### config.mk
export PLATFORM = sky130hd
export DESIGN_NAME = stable_priority_queue
export DESIGN_NICKNAME = d
export VERILOG_FILES = /design/src/rtl/spq_pkg.sv /design/src/rtl/spq_cell.sv /design/src/rtl/stable_priority_queue.sv
export SDC_FILE = /design/constraint.sdc
export NUM_CORES = 1
export LEC_CHECK = 0
export ABC_CLOCK_PERIOD_IN_PS = 4200
export BUFFER_PORTS_ARGS = -buffer_cell sky130_fd_sc_hd__buf_2
export CORE_UTILIZATION = 58
export CTS_BUF_LIST = sky130_fd_sc_hd__clkbuf_2 sky130_fd_sc_hd__clkbuf_4 sky130_fd_sc_hd__clkbuf_8
export DETAILED_ROUTE_END_ITERATION = 7
export HOLD_SLACK_MARGIN = 0.1
export PLACE_DENSITY = 0.84
export SLEW_MARGIN = 20
export SYNTH_ARGS = -nofsm -noshare
export SYNTH_HDL_FRONTEND = slang
export SYNTH_SLANG_ARGS = --single-unit
### constraint.sdc
create_clock -name aclk -period 4.2 [get_ports aclk]
set_clock_uncertainty 0.1 [all_clocks]
set_input_delay 0.84 -clock aclk [delete_from_list [all_inputs] [get_ports aclk]]
set_output_delay 0.84 -clock aclk [all_outputs]
set_load 0.01 [all_outputs]
### src/rtl/spq_pkg.sv
package spq_pkg;

    // Operation codes carried on s_tuser.
    localparam logic FUNC_ENQUEUE = 1'b0;
    localparam logic FUNC_DEQUEUE = 1'b1;

    // Result status codes carried on m_tuser.
    typedef enum logic [1:0] {
        STATUS_OK    = 2'd0,
        STATUS_FULL  = 2'd1,
        STATUS_EMPTY = 2'd2
    } spq_status_t;

    // Shift command broadcast from the top level to every cell.
    typedef struct packed {
        logic enq;  // insert the new entry, shifting lower-priority entries back
        logic deq;  // pop the head, shifting every entry forward
    } spq_op_t;

endpackage

### src/rtl/spq_cell.sv
module spq_cell
    import spq_pkg::*;
#(
    parameter int PRIO_BITS = 4,
    parameter int TAG_BITS  = 16
) (
    input  logic                 aclk,
    input  spq_op_t              op,
    input  logic                 occupied,
    input  logic                 left_behind,
    input  logic [PRIO_BITS-1:0] left_prio,
    input  logic [TAG_BITS-1:0]  left_tag,
    input  logic [PRIO_BITS-1:0] right_prio,
    input  logic [TAG_BITS-1:0]  right_tag,
    input  logic [PRIO_BITS-1:0] new_prio,
    input  logic [TAG_BITS-1:0]  new_tag,
    output logic                 behind,
    output logic [PRIO_BITS-1:0] prio,
    output logic [TAG_BITS-1:0]  tag
);

    logic [PRIO_BITS-1:0] prio_reg, prio_next;
    logic [TAG_BITS-1:0]  tag_reg, tag_next;

    // The new entry goes behind this cell when this cell holds an entry of
    // equal or higher priority. The sorted order makes this flag monotonic.
    assign behind = occupied && (prio_reg >= new_prio);

    always_comb begin
        prio_next = prio_reg;
        tag_next  = tag_reg;
        if (op.deq) begin
            prio_next = right_prio;
            tag_next  = right_tag;
        end else if (op.enq && !behind) begin
            if (left_behind) begin
                prio_next = new_prio;
                tag_next  = new_tag;
            end else begin
                prio_next = left_prio;
                tag_next  = left_tag;
            end
        end
    end

    always_ff @(posedge aclk) begin
        prio_reg <= prio_next;
        tag_reg  <= tag_next;
    end

    assign prio = prio_reg;
    assign tag  = tag_reg;

endmodule

### src/rtl/stable_priority_queue.sv
// Channel | Direction | tvalid/tready | tdata (low bit up)                   | tuser
// s_      | in        | yes           | entry_priority, entry_tag            | func
// m_      | out       | yes           | out_priority, out_tag, occupancy     | status
//
// One beat is taken per clock cycle while s_tready is high; its result is registered
// and appears on m_ in the next cycle. Every cell compares its own priority with
// the incoming one and shifts in the same cycle, so the insert search and the shift happen together.
// aresetn is synchronous and active low; it empties the queue and the output.
// s_tready is low only while a result waits on m_ and m_tready is low.
module stable_priority_queue
    import spq_pkg::*;
#(
    parameter int DEPTH     = 16,
    parameter int PRIO_BITS = 4,
    parameter int TAG_BITS  = 16
) (
    input  logic aclk,
    input  logic aresetn,

    input  logic                                     s_tvalid,
    output logic                                     s_tready,
    // entry_priority, entry_tag, zero padding
    input  logic [((PRIO_BITS+TAG_BITS+7)/8)*8-1:0]  s_tdata,
    // func
    input  logic                                     s_tuser,

    output logic                                     m_tvalid,
    input  logic                                     m_tready,
    // out_priority, out_tag, occupancy, zero padding
    output logic [((PRIO_BITS+TAG_BITS+$clog2(DEPTH+1)+7)/8)*8-1:0] m_tdata,
    // status
    output logic [1:0]                               m_tuser
);

    localparam int CNT_BITS = $clog2(DEPTH + 1);
    localparam int M_FIELDS = PRIO_BITS + TAG_BITS + CNT_BITS;
    localparam int M_BITS   = ((M_FIELDS + 7) / 8) * 8;

    // Unpack the input beat. The padding bits of s_tdata above the fields
    // are ignored.
    logic [PRIO_BITS-1:0] in_prio;
    logic [TAG_BITS-1:0]  in_tag;
    logic                 in_func;

    assign in_prio = s_tdata[PRIO_BITS-1:0];
    assign in_tag  = s_tdata[PRIO_BITS +: TAG_BITS];
    assign in_func = s_tuser;

    // The output register frees up when it is empty or being drained.
    logic m_tvalid_reg, m_tvalid_next;
    logic accept;

    assign s_tready = !m_tvalid_reg || m_tready;
    assign accept   = s_tvalid && s_tready;

    logic [CNT_BITS-1:0] count_reg, count_next;
    logic                full, empty;

    assign full  = (count_reg == CNT_BITS'(DEPTH));
    assign empty = (count_reg == '0);

    spq_op_t op;

    always_comb begin
        op.enq = accept && (in_func == FUNC_ENQUEUE) && !full;
        op.deq = accept && (in_func == FUNC_DEQUEUE) && !empty;
    end

    // The cell row. Entry 0 is the head of the queue.
    logic [PRIO_BITS-1:0] cell_prio [DEPTH];
    logic [TAG_BITS-1:0]  cell_tag  [DEPTH];
    logic [DEPTH-1:0]     cell_behind;

    for (genvar i = 0; i < DEPTH; i++) begin : g_cell
        logic                 left_behind;
        logic [PRIO_BITS-1:0] left_prio, right_prio;
        logic [TAG_BITS-1:0]  left_tag, right_tag;

        if (i == 0) begin : g_head
            // Everything before the head counts as ahead of the new entry.
            assign left_behind = 1'b1;
            assign left_prio   = in_prio;
            assign left_tag    = in_tag;
        end else begin : g_mid
            assign left_behind = cell_behind[i-1];
            assign left_prio   = cell_prio[i-1];
            assign left_tag    = cell_tag[i-1];
        end

        if (i == DEPTH - 1) begin : g_tail
            // The last cell falls out of the valid range on a pop.
            assign right_prio = cell_prio[i];
            assign right_tag  = cell_tag[i];
        end else begin : g_body
            assign right_prio = cell_prio[i+1];
            assign right_tag  = cell_tag[i+1];
        end

        spq_cell #(
            .PRIO_BITS (PRIO_BITS),
            .TAG_BITS  (TAG_BITS)
        ) u_cell (
            .aclk        (aclk),
            .op          (op),
            .occupied    (CNT_BITS'(i) < count_reg),
            .left_behind (left_behind),
            .left_prio   (left_prio),
            .left_tag    (left_tag),
            .right_prio  (right_prio),
            .right_tag   (right_tag),
            .new_prio    (in_prio),
            .new_tag     (in_tag),
            .behind      (cell_behind[i]),
            .prio        (cell_prio[i]),
            .tag         (cell_tag[i])
        );
    end

    always_comb begin
        count_next = count_reg;
        if (op.enq) begin
            count_next = count_reg + 1'b1;
        end else if (op.deq) begin
            count_next = count_reg - 1'b1;
        end
    end

    // Result fields for the beat being accepted.
    spq_status_t          status_next;
    logic [PRIO_BITS-1:0] out_prio_next;
    logic [TAG_BITS-1:0]  out_tag_next;

    always_comb begin
        status_next   = STATUS_OK;
        out_prio_next = '0;
        out_tag_next  = '0;
        if (in_func == FUNC_ENQUEUE) begin
            if (full) begin
                status_next = STATUS_FULL;
            end
        end else begin
            if (empty) begin
                status_next = STATUS_EMPTY;
            end else begin
                out_prio_next = cell_prio[0];
                out_tag_next  = cell_tag[0];
            end
        end
    end

    always_comb begin
        m_tvalid_next = m_tvalid_reg;
        if (accept) begin
            m_tvalid_next = 1'b1;
        end else if (m_tready) begin
            m_tvalid_next = 1'b0;
        end
    end

    always_ff @(posedge aclk) begin
        if (!aresetn) begin
            m_tvalid_reg <= 1'b0;
            count_reg    <= '0;
        end else begin
            m_tvalid_reg <= m_tvalid_next;
            count_reg    <= count_next;
        end
    end

    // Result payload holds until the next accepted beat.
    logic [M_BITS-1:0] m_tdata_reg;
    spq_status_t       status_reg;

    always_ff @(posedge aclk) begin
        if (accept) begin
            m_tdata_reg <= M_BITS'({count_next, out_tag_next, out_prio_next});
            status_reg  <= status_next;
        end
    end

    assign m_tvalid = m_tvalid_reg;
    assign m_tdata  = m_tdata_reg;
    assign m_tuser  = status_reg;

endmodule

==> results.toml, run 1 <==
[detailed_routing]
drt-initial-drc-count = 1055
firstDrtPassIters = 5
drt-total-wl_um = 42000
ant_nets = 0
drc_errors = 0
wire_per_inst_um = 19.1
routed_via_density = 6.07
routed-via-count = 13336

[worst_setup_path]
start_kind = "flop"
cp.arrival_ps = 3640
worstPathMaxFanout = 107
cp.required_ps = 4560
critPathKind = "reg -> reg"
slowest_stage = "o2111ai_4"
cp-end-kind = "flop"
cp_cell_sequence = "inv_1 -> ha_1 -> or3b_1 -> o2111ai_4 -> buf_12 -> nand2_1 -> o211ai_1"
max_stage_delay_ps = 680

[die]
start_util_pct = 59.5
die_h_um = 183
fp.dieW_um = 183
core_um2 = 31800
num_rows = 65
die_area_um2 = 33300
io_pins = 65

[clock_network]
cts.clk_slew.worst_paths_ps = 60
post_cts_buffers = 0
clk_path_buf_depth = 3
cts-root-buf = "clkbuf_8"
cts_hold_buf = 0
htree_levels = 2
cts_buffers = 54
cts_resized = 0
clk_latency_ps = 640
cts_num_sinks = 353
cts_tree = "done"

[logic_synthesis]
synth_top_area_share_pct = 55.1
yosysTopAreaCell = "edfxtp_1"
ys_warn_count = 0
synth_cell_types = 48
synth_most_common_cell = "edfxtp_1"
async_reset_ff_share_pct = 0
synth_area_um2 = 18900
yosysSeqAreaShare_pct = 55.7
netlist_instances = 1691
avgSynthCellArea_um2 = 11.2
yosys_most_used_dff = "edfxtp_1"
synth_commonest_cells = "edfxtp_1 (347), nor2_1 (247), mux2i_1 (238)"
synth-edff-count = 347
ys_ff_latch = 353
ys_top_cells_by_area = "edfxtp_1 (55%), mux2i_1 (13%), a21oi_1 (5.5%)"

[layout]
largest_reg_flops = 256
area_delta_synth_final_pct = 9.81
instances_no_fill = 2197
design_area_um2 = 20800
finalNetCount = 1814
drive_gt1_share_pct = 13.2
final_util_pct = 65.3

[timing]
hold_viol_final = 0
rsz0062_at_grt = "false"
setup_violations = 0
slew_violations = 0
fmax_ghz = 0.305
maxSlewHeadroom_pct = 47.3
layout_setup_ws_ps = 917
hold_slack_ps = 425
setup_tns_ps = 0
layout_min_cycle_time_ps = 3280
period_share_pct = 78.2
tightest_slew_ps = 785

[outcome]
status = "completed"

[global_route]
grt_pass1_vias = 13604
grt_use_total_pct = 25.5
grt_overflow = 0
grt_antenna_before_repair = 2
grt_pass1_wl_um = 68200
grt_max_degree = 121

[power]
power.total_mw = 12.1
p_per_area_nw_per_um2 = 582
irDropWorstVdd_mv = 0.362
p_leak_nw = 8.86

[flow_run]
cap_violations = 0

[hold_path]
hold_path.class = "in -> reg"

[placement]
finalWeightedCongestion = 0.878
detailed_place_hpwl_um = 28100
port_buffers = 53
dpl.cell_count = 2096
pre_cts_slack_ps = 498
post_dp_cell_area_um2 = 19600
[worst paths after layout]
check / startpoint / end / slack, ps / cells after the start
setup reg to reg: count_reg[1]$_SDFF_PN0_ / g_cell[9].u_cell.tag[10]$_DFFE_PP_ / 920 / 7
hold / removal: aresetn / m_tvalid$_SDFFE_PN0P_ / 420 / 2
hold reg to reg: g_cell[1].u_cell.tag[12]$_DFFE_PP_ / g_cell[0].u_cell.tag[12]$_DFFE_PP_ / 460 / 2
setup / recovery: count_reg[1]$_SDFF_PN0_ / g_cell[9].u_cell.tag[10]$_DFFE_PP_ / 920 / 7
[layout by cell type, fill, tap and decap left out, types with 24 or more instances in the layout]
cell type	instances
nand3_1	43
and2_1	24
mux2i_1	238
o211ai_1	44
buf_2	53
clkbuf_8	54
ha_1	68
o21ai_0	67
a21oi_1	206
buf_4	40
nand2_1	148
edfxtp_1	347
nor2_1	241
[per-layer routing]
layer  track usage, %  vias to the layer above  share of wire [%]
met5                0                        -              0.055
met2             44.1                      465                 50
met1             31.9                     6523                 41
met3             3.91                      114                5.6
met4             10.7                        4                3.2
li1                 -                     6230                  -
[logic make-up after synthesis]
family	count (synthesis)	share of synthesized area, %
compound gates	351	10.4
xor+xnor	4	0.185
fa+ha+maj	68	4.50
buf+inv	164	4.47
flops	353	55.7
mux	258	13.8
other cells	1	0.0198
simple gates	492	10.9
[worst max-delay path: cells and delay by family (launching register included)]
kind                       cells  cell delay [ps]
adders and majority gates      1              210
buffers and inverters          2              620
AOI/OAI and AO/OA              2              960
and+or+nand+nor                2              770
DFF                            1              400
[where the power goes]
| part | switching (mW) | internal, mW | total, mW |
|---|---|---|---|
| sequential | 0.495 | 5.24 | 5.73 |
| combinational | 2.00 | 1.34 | 3.33 |
| clock | 1.40 | 1.61 | 3.02 |
| total | 3.90 | 8.19 | 12.1 |
[area by class of cell]
cell class                      instances  area, um2
Fill cell                            2274      11000
Sequential cell                       353      10500
Multi-Input combinational cell       1180       7670
Clock buffer                           71        871
Timing Repair Buffer                  105        806
Tap cell                              435        544
Clock inverter                         29        254
Inverter                               23       86.3
Antenna cell                            1       2.50
No activity file was read; power rests on OpenSTA's default activity.
==> inputs of run 2 (changes only) <==
ABC_CLOCK_PERIOD_IN_PS = 3100   (was 4200)
PLACE_DENSITY = 0.81   (was 0.84)
clock period = 3.1 ns   (was 4.2 ns; I/O delays follow)
==> run 2 against run 1 <==
Via count down 0.92%. Final cell count grew 1.0%. Die area stayed put. Non-clock buffer count rose by 26. Largest power group unchanged. Highest routed layer unchanged. Wire length fell by 1.4%. Sequential power increased by 35%. Setup slack worse by 610 ps. Register-to-register slack got worse by 610 ps. Clock-buffer cell count increased by 3. Maximum frequency grew 18%. Critical endpoint is now g_cell[0].u_cell.tag[11]$_DFFE_PP_.
==> results.toml, run 2 (synthesis results as in run 1) <==
[worst_setup_path]
cp.arrival_ps = 3070
worstPathMaxFanout = 19
cp.required_ps = 3370
start_kind = "flop"
critPathKind = "reg -> reg"
cp-end-kind = "flop"

[power]
netSwitchingPower_mw = 5.25
p_int_mw = 11.0
irDropWorstVdd_mv = 0.432
power_frac_comb_pct = 29.2
swShare_pct = 32.3
p_per_area_nw_per_um2 = 768
pwr-share-seq_pct = 47.6
p_leak_nw = 9.02
pwr-share-clk_pct = 23.2

[global_route]
grt_use_met1_pct = 32.0
use_met3_pct = 3.97
grt_use_total_pct = 25.4
grt.busiest_layer = "met2"
grt_max_degree = 104
use_met2_pct = 44.3
grt_overflow = 0
grt_antenna_before_repair = 3
grt_pass1_vias = 13620
grt_pass1_wl_um = 68400

[layout]
instances_no_fill = 2220
finalNetCount = 1842
area_delta_synth_final_pct = 12.0
layout_common_cells = "edfxtp_1 (347), mux2i_1 (238), nor2_1 (235)"
design_area_um2 = 21200
largest_reg_flops = 256
layout_commonest_cell = "edfxtp_1"
drive_gt1_share_pct = 14.9

[timing]
layout_min_cycle_time_ps = 2790
period_share_pct = 90.1
maxSlewHeadroom_pct = 51.8
fmax_ghz = 0.358
setup_violations = 0
rsz0062_at_grt = "false"
slew_violations = 0
hold_viol_final = 0
tightest_slew_ps = 723

[placement]
post_dp_cell_area_um2 = 20200
detailed_place_hpwl_um = 29100
finalWeightedCongestion = 0.885
port_buffers = 53
dpl.cell_count = 2122

[clock_network]
cts_buffers = 56
cts_hold_buf = 0
cts-root-buf = "clkbuf_8"
cts_resized = 0
clk_path_buf_depth = 3
post_cts_buffers = 0
clk_latency_ps = 620
cts_num_sinks = 353
htree_levels = 2
cts_tree = "done"
cts.clk_slew.worst_paths_ps = 60

[die]
io_pins = 65
die_area_um2 = 33300
die_h_um = 183
core_um2 = 31800
fp.dieW_um = 183
start_util_pct = 59.5
num_rows = 65

[detailed_routing]
routed_via_density = 5.95
ant_nets = 0
wire_per_inst_um = 18.7
drt-total-wl_um = 41500
firstDrtPassIters = 6
drc_errors = 0
drt-initial-drc-count = 1007
routed-via-count = 13213

[flow_run]
cap_violations = 0

[outcome]
status = "completed"

[hold_path]
hold_path.class = "in -> reg"
run 2: cell types whose count changed in the layout (fill, tap and decap cells not counted), moves of 3 or more:
cell / previous run / this run
buf_12: 12 / 34
nor2_1: 241 / 235
buf_4: 40 / 44
bufinv_16: 4 / 0
inv_1: 23 / 20
nor2_2: 6 / 9
nor2_4: 0 / 3
run 2: layer usage:
layer	vias to the layer above	wire, um
li1	6279	-
met1	6484	17400
met2	359	20700
met3	89	2050
met4	2	1260
met5	-	13
run 2: per-stage QoR:
stage / util (%) / setup slack, ps / power (mW) / hold WS [ps] / setup TNS [ps]
floorplan: - / -98.1 / 11.0 / 409 / -16460
global placement: 63.4 / 185 / 12.3 / 428 / 0
detailed placement: 63.4 / 138 / 12.5 / 442 / 0
CTS: 66.6 / 325 / 16.3 / 179 / 0
global route: 66.6 / 182 / 17.1 / 219 / 0
finish: 66.7 / 308 / 16.3 / 209 / 0
run 2: final timing paths:
check                                                  startpoint                                 end  slack (ps)  depth (start not counted)
worst min register to register  g_cell[0].u_cell.tag[2]$_DFFE_PP_            m_tdata[6]$_SDFFCE_PP0N_         450                          1
worst max-delay path                      count_reg[1]$_SDFF_PN0_  g_cell[0].u_cell.tag[11]$_DFFE_PP_         310                          7
worst max register to register            count_reg[1]$_SDFF_PN0_  g_cell[0].u_cell.tag[11]$_DFFE_PP_         310                          7
worst min-delay path                                      aresetn             count_reg[4]$_SDFF_PN0_         210                          2
run 2: area by class of cell:
class | count | area, um2
fillers | 2290 | 10600
clock buffers | 74 | 906
inverters | 23 | 90.1
repair buffers | 131 | 1280
diodes | 2 | 5.00
clock inverters | 22 | 118
well taps | 435 | 544
flip-flops and latches | 353 | 10500
multi-input cells | 1180 | 7720
run 2: power groups by stage:
stage               clock, mW  sequential [mW]  combinational (mW)
finish                   3.77             7.74                4.76
global route             4.00             7.88                5.26
CTS                      3.83             7.74                4.75
detailed placement          0             7.83                4.71
global placement            0             7.79                4.50
floorplan                   0             7.61                3.37
run 2: worst max-delay path: stages, from the launching register on:
cell and delay [ps]:
dfxtp_1 400, inv_1 170, ha_1 200, or3b_1 510
o21ai_2 650, buf_4 280, nor2_2 70, buf_12 160
==> inputs of run 3 (changes only) <==
ABC_AREA = 1   (was default)
RECOVER_POWER = 50   (was default)
==> run 3 against run 2 <==
Combinational power down 14%. Hold slack worse by 21 ps. Critical path depth up 1. Setup slack worse by 91 ps. Core utilization down 3.0 points. Sequential power down 12%. Non-clock buffer count up 21. Power down 8.4%. Area after synthesis up 15%. Largest power group unchanged. Clock power up 6.1%. Flip-flop and latch count unchanged. Design area up 10%.
==> results.toml, run 3 <==
[layout]
layout_commonest_cell = "nand2_1"
area_delta_synth_final_pct = 7.49
instances_no_fill = 3237
drive_gt1_share_pct = 9.61
largest_reg_flops = 256
antenna_cells = 0
final_util_pct = 63.6
layout_common_cells = "nand2_1 (963), nand3_1 (601), inv_1 (354)"
finalNetCount = 2822

[global_route]
grt_pass1_wl_um = 93400
grt_pass1_vias = 18121
grt_antenna_before_repair = 0
grt_max_degree = 134
grt_overflow = 0
grt_use_total_pct = 30.9

[detailed_routing]
firstDrtPassIters = 6
routed-via-count = 18723
wire_per_inst_um = 18.2
drt-total-wl_um = 58900
drc_errors = 0
ant_nets = 0
drt-initial-drc-count = 1947
routed_via_density = 5.78

[timing]
slew_violations = 0
layout_min_cycle_time_ps = 2880
hold_viol_final = 0
fmax_ghz = 0.347
period_share_pct = 93.0
setup_violations = 0
maxSlewHeadroom_pct = 3.15
hold_slack_ps = 188
tightest_slew_ps = 1450
rsz0062_at_grt = "false"
setup_tns_ps = 0

[clock_network]
cts-root-buf = "clkbuf_8"
cts_hold_buf = 0
cts_num_sinks = 353
cts_buffers = 56
cts_tree = "done"
cts_resized = 0
post_cts_buffers = 0
cts.clk_slew.worst_paths_ps = 70
htree_levels = 2
clk_path_buf_depth = 3
clk_latency_ps = 620

[logic_synthesis]
async_reset_ff_share_pct = 0
yosysTopAreaCell = "edfxtp_1"
avgSynthCellArea_um2 = 8.05
ys_ff_latch = 353
synth_area_um2 = 21700
synth_cell_types = 32
netlist_instances = 2699
synth_top_area_share_pct = 48.0
synth_most_common_cell = "nand2_1"
ys_top_cells_by_area = "edfxtp_1 (48%), nand2_1 (15%), nand3_1 (14%)"
synth-edff-count = 347
yosys_most_used_dff = "edfxtp_1"
ys_warn_count = 0
synth_commonest_cells = "nand2_1 (893), nand3_1 (602), inv_1 (354)"
yosysSeqAreaShare_pct = 48.5

[worst_setup_path]
worstPathMaxFanout = 23
cp_cell_sequence = "inv_2 -> ha_1 -> inv_1 -> nor2_1 -> nand2_1 -> nand3_4 -> buf_12 -> a31oi_4"
worst-path-buf-inv = 3
cp-end-kind = "flop"
crit_family = "compound AO/OA/AOI/OAI gates"
cp.arrival_ps = 3020
start_kind = "flop"
critPathLaunch = "count_reg[0]$_SDFF_PN0_"
cp.required_ps = 3230
max_stage_delay_ps = 630
slowest_stage = "a31oi_4"
rr_startpoint = "count_reg[0]$_SDFF_PN0_"
critPathKind = "reg -> reg"
worst-r2r-setup-slack_ps = 220

[die]
fp.dieW_um = 196
io_pins = 65
num_rows = 70
die_area_um2 = 38200
die_h_um = 196
core_um2 = 36700
start_util_pct = 59.2

[power]
power.total_mw = 14.9
pwr-share-clk_pct = 26.9
p_leak_nw = 11.2
p_per_area_nw_per_um2 = 638
netSwitchingPower_mw = 5.18
irDropWorstVdd_mv = 0.448
pwr-share-seq_pct = 45.7
p_int_mw = 9.72
swShare_pct = 34.8
power_frac_comb_pct = 27.4

[hold_path]
holdCritStartpoint = "s_tvalid"
hold_path.class = "in -> reg"

[placement]
port_buffers = 53
dpl.cell_count = 3135
finalWeightedCongestion = 0.916
detailed_place_hpwl_um = 39700

[flow_run]
cap_violations = 0

[outcome]
status = "completed"
run 3: cell types whose count changed after synthesis, sizes merged, moves of 42 or more:
| cell | previous run | this run |
|---|---|---|
| nand2 | 148 | 994 |
| inv | 23 | 359 |
| clkbuf | 43 | 86 |
| nor2 | 247 | 34 |
| nand3 | 43 | 602 |
| a21oi | 209 | 26 |
| mux2i | 238 | 0 |
| o211ai | 45 | 3 |
run 3: logic make-up after synthesis:
kind of cell | after synthesis | synth area share, %
adder cells (fa/ha/maj) | 68 | 3.92
AND/OR/NAND/NOR | 1634 | 33.2
buffers and inverters | 552 | 12.0
AO/OA/AOI/OAI | 88 | 2.22
flip-flops | 353 | 48.5
other | 1 | 0.0173
XOR/XNOR | 3 | 0.121
run 3: cell type report:
type | instances | area [um2]
sequential | 353 | 10500
timing repair buffer | 152 | 1140
fill | 3079 | 13300
inverter | 362 | 1370
multi-input combinational | 1800 | 8640
clock buffer | 73 | 905
clock inverter | 29 | 180
tap | 468 | 586
run 3: final timing paths:
| kind | end | depth (start not counted) |
|---|---|---|
| worst min-delay path | m_tvalid$_SDFFE_PN0P_ | 3 |
| worst max-delay path | g_cell[4].u_cell.tag[14]$_DFFE_PP_ | 8 |
| worst min register to register | g_cell[14].u_cell.tag[15]$_DFFE_PP_ | 2 |
| worst max register to register | g_cell[4].u_cell.tag[14]$_DFFE_PP_ | 8 |
run 3: per-layer routing:
metal / GRT usage [%] / vias to the layer above / routed length [um] / share of wire [%]
li1: - / 8791 / - / -
met3: 4.87 / 205 / 5510 / 9.4
met1: 39.0 / 8796 / 22400 / 38
met2: 52.2 / 931 / 28400 / 48
met4: 13.9 / 0 / 2570 / 4.4
met5: 0 / - / 0 / 0
run 3: tightest hold or removal path: cells and delay by family:
kind | cells | cell delay (ps)
buffers and inverters | 2 | 170
AO/OA/AOI/OAI | 1 | 60
run 3: power groups by stage:
stage	registers (mW)	clock network [mW]	logic (mW)
6_report	6.81	4.00	4.09
3_3_place_gp	6.90	0	3.87
2_1_floorplan	6.74	0	3.04
3_5_place_dp	6.92	0	4.06
4_1_cts	6.83	4.03	4.08
5_1_grt	6.87	4.21	4.56
run 3: through the flow:
stage	setup WS (ps)	cell area, um2
2_1_floorplan	180	22000
3_3_place_gp	122	22500
3_5_place_dp	62.7	22500
4_1_cts	241	23600
5_1_grt	26.7	23400
6_report	217	23400
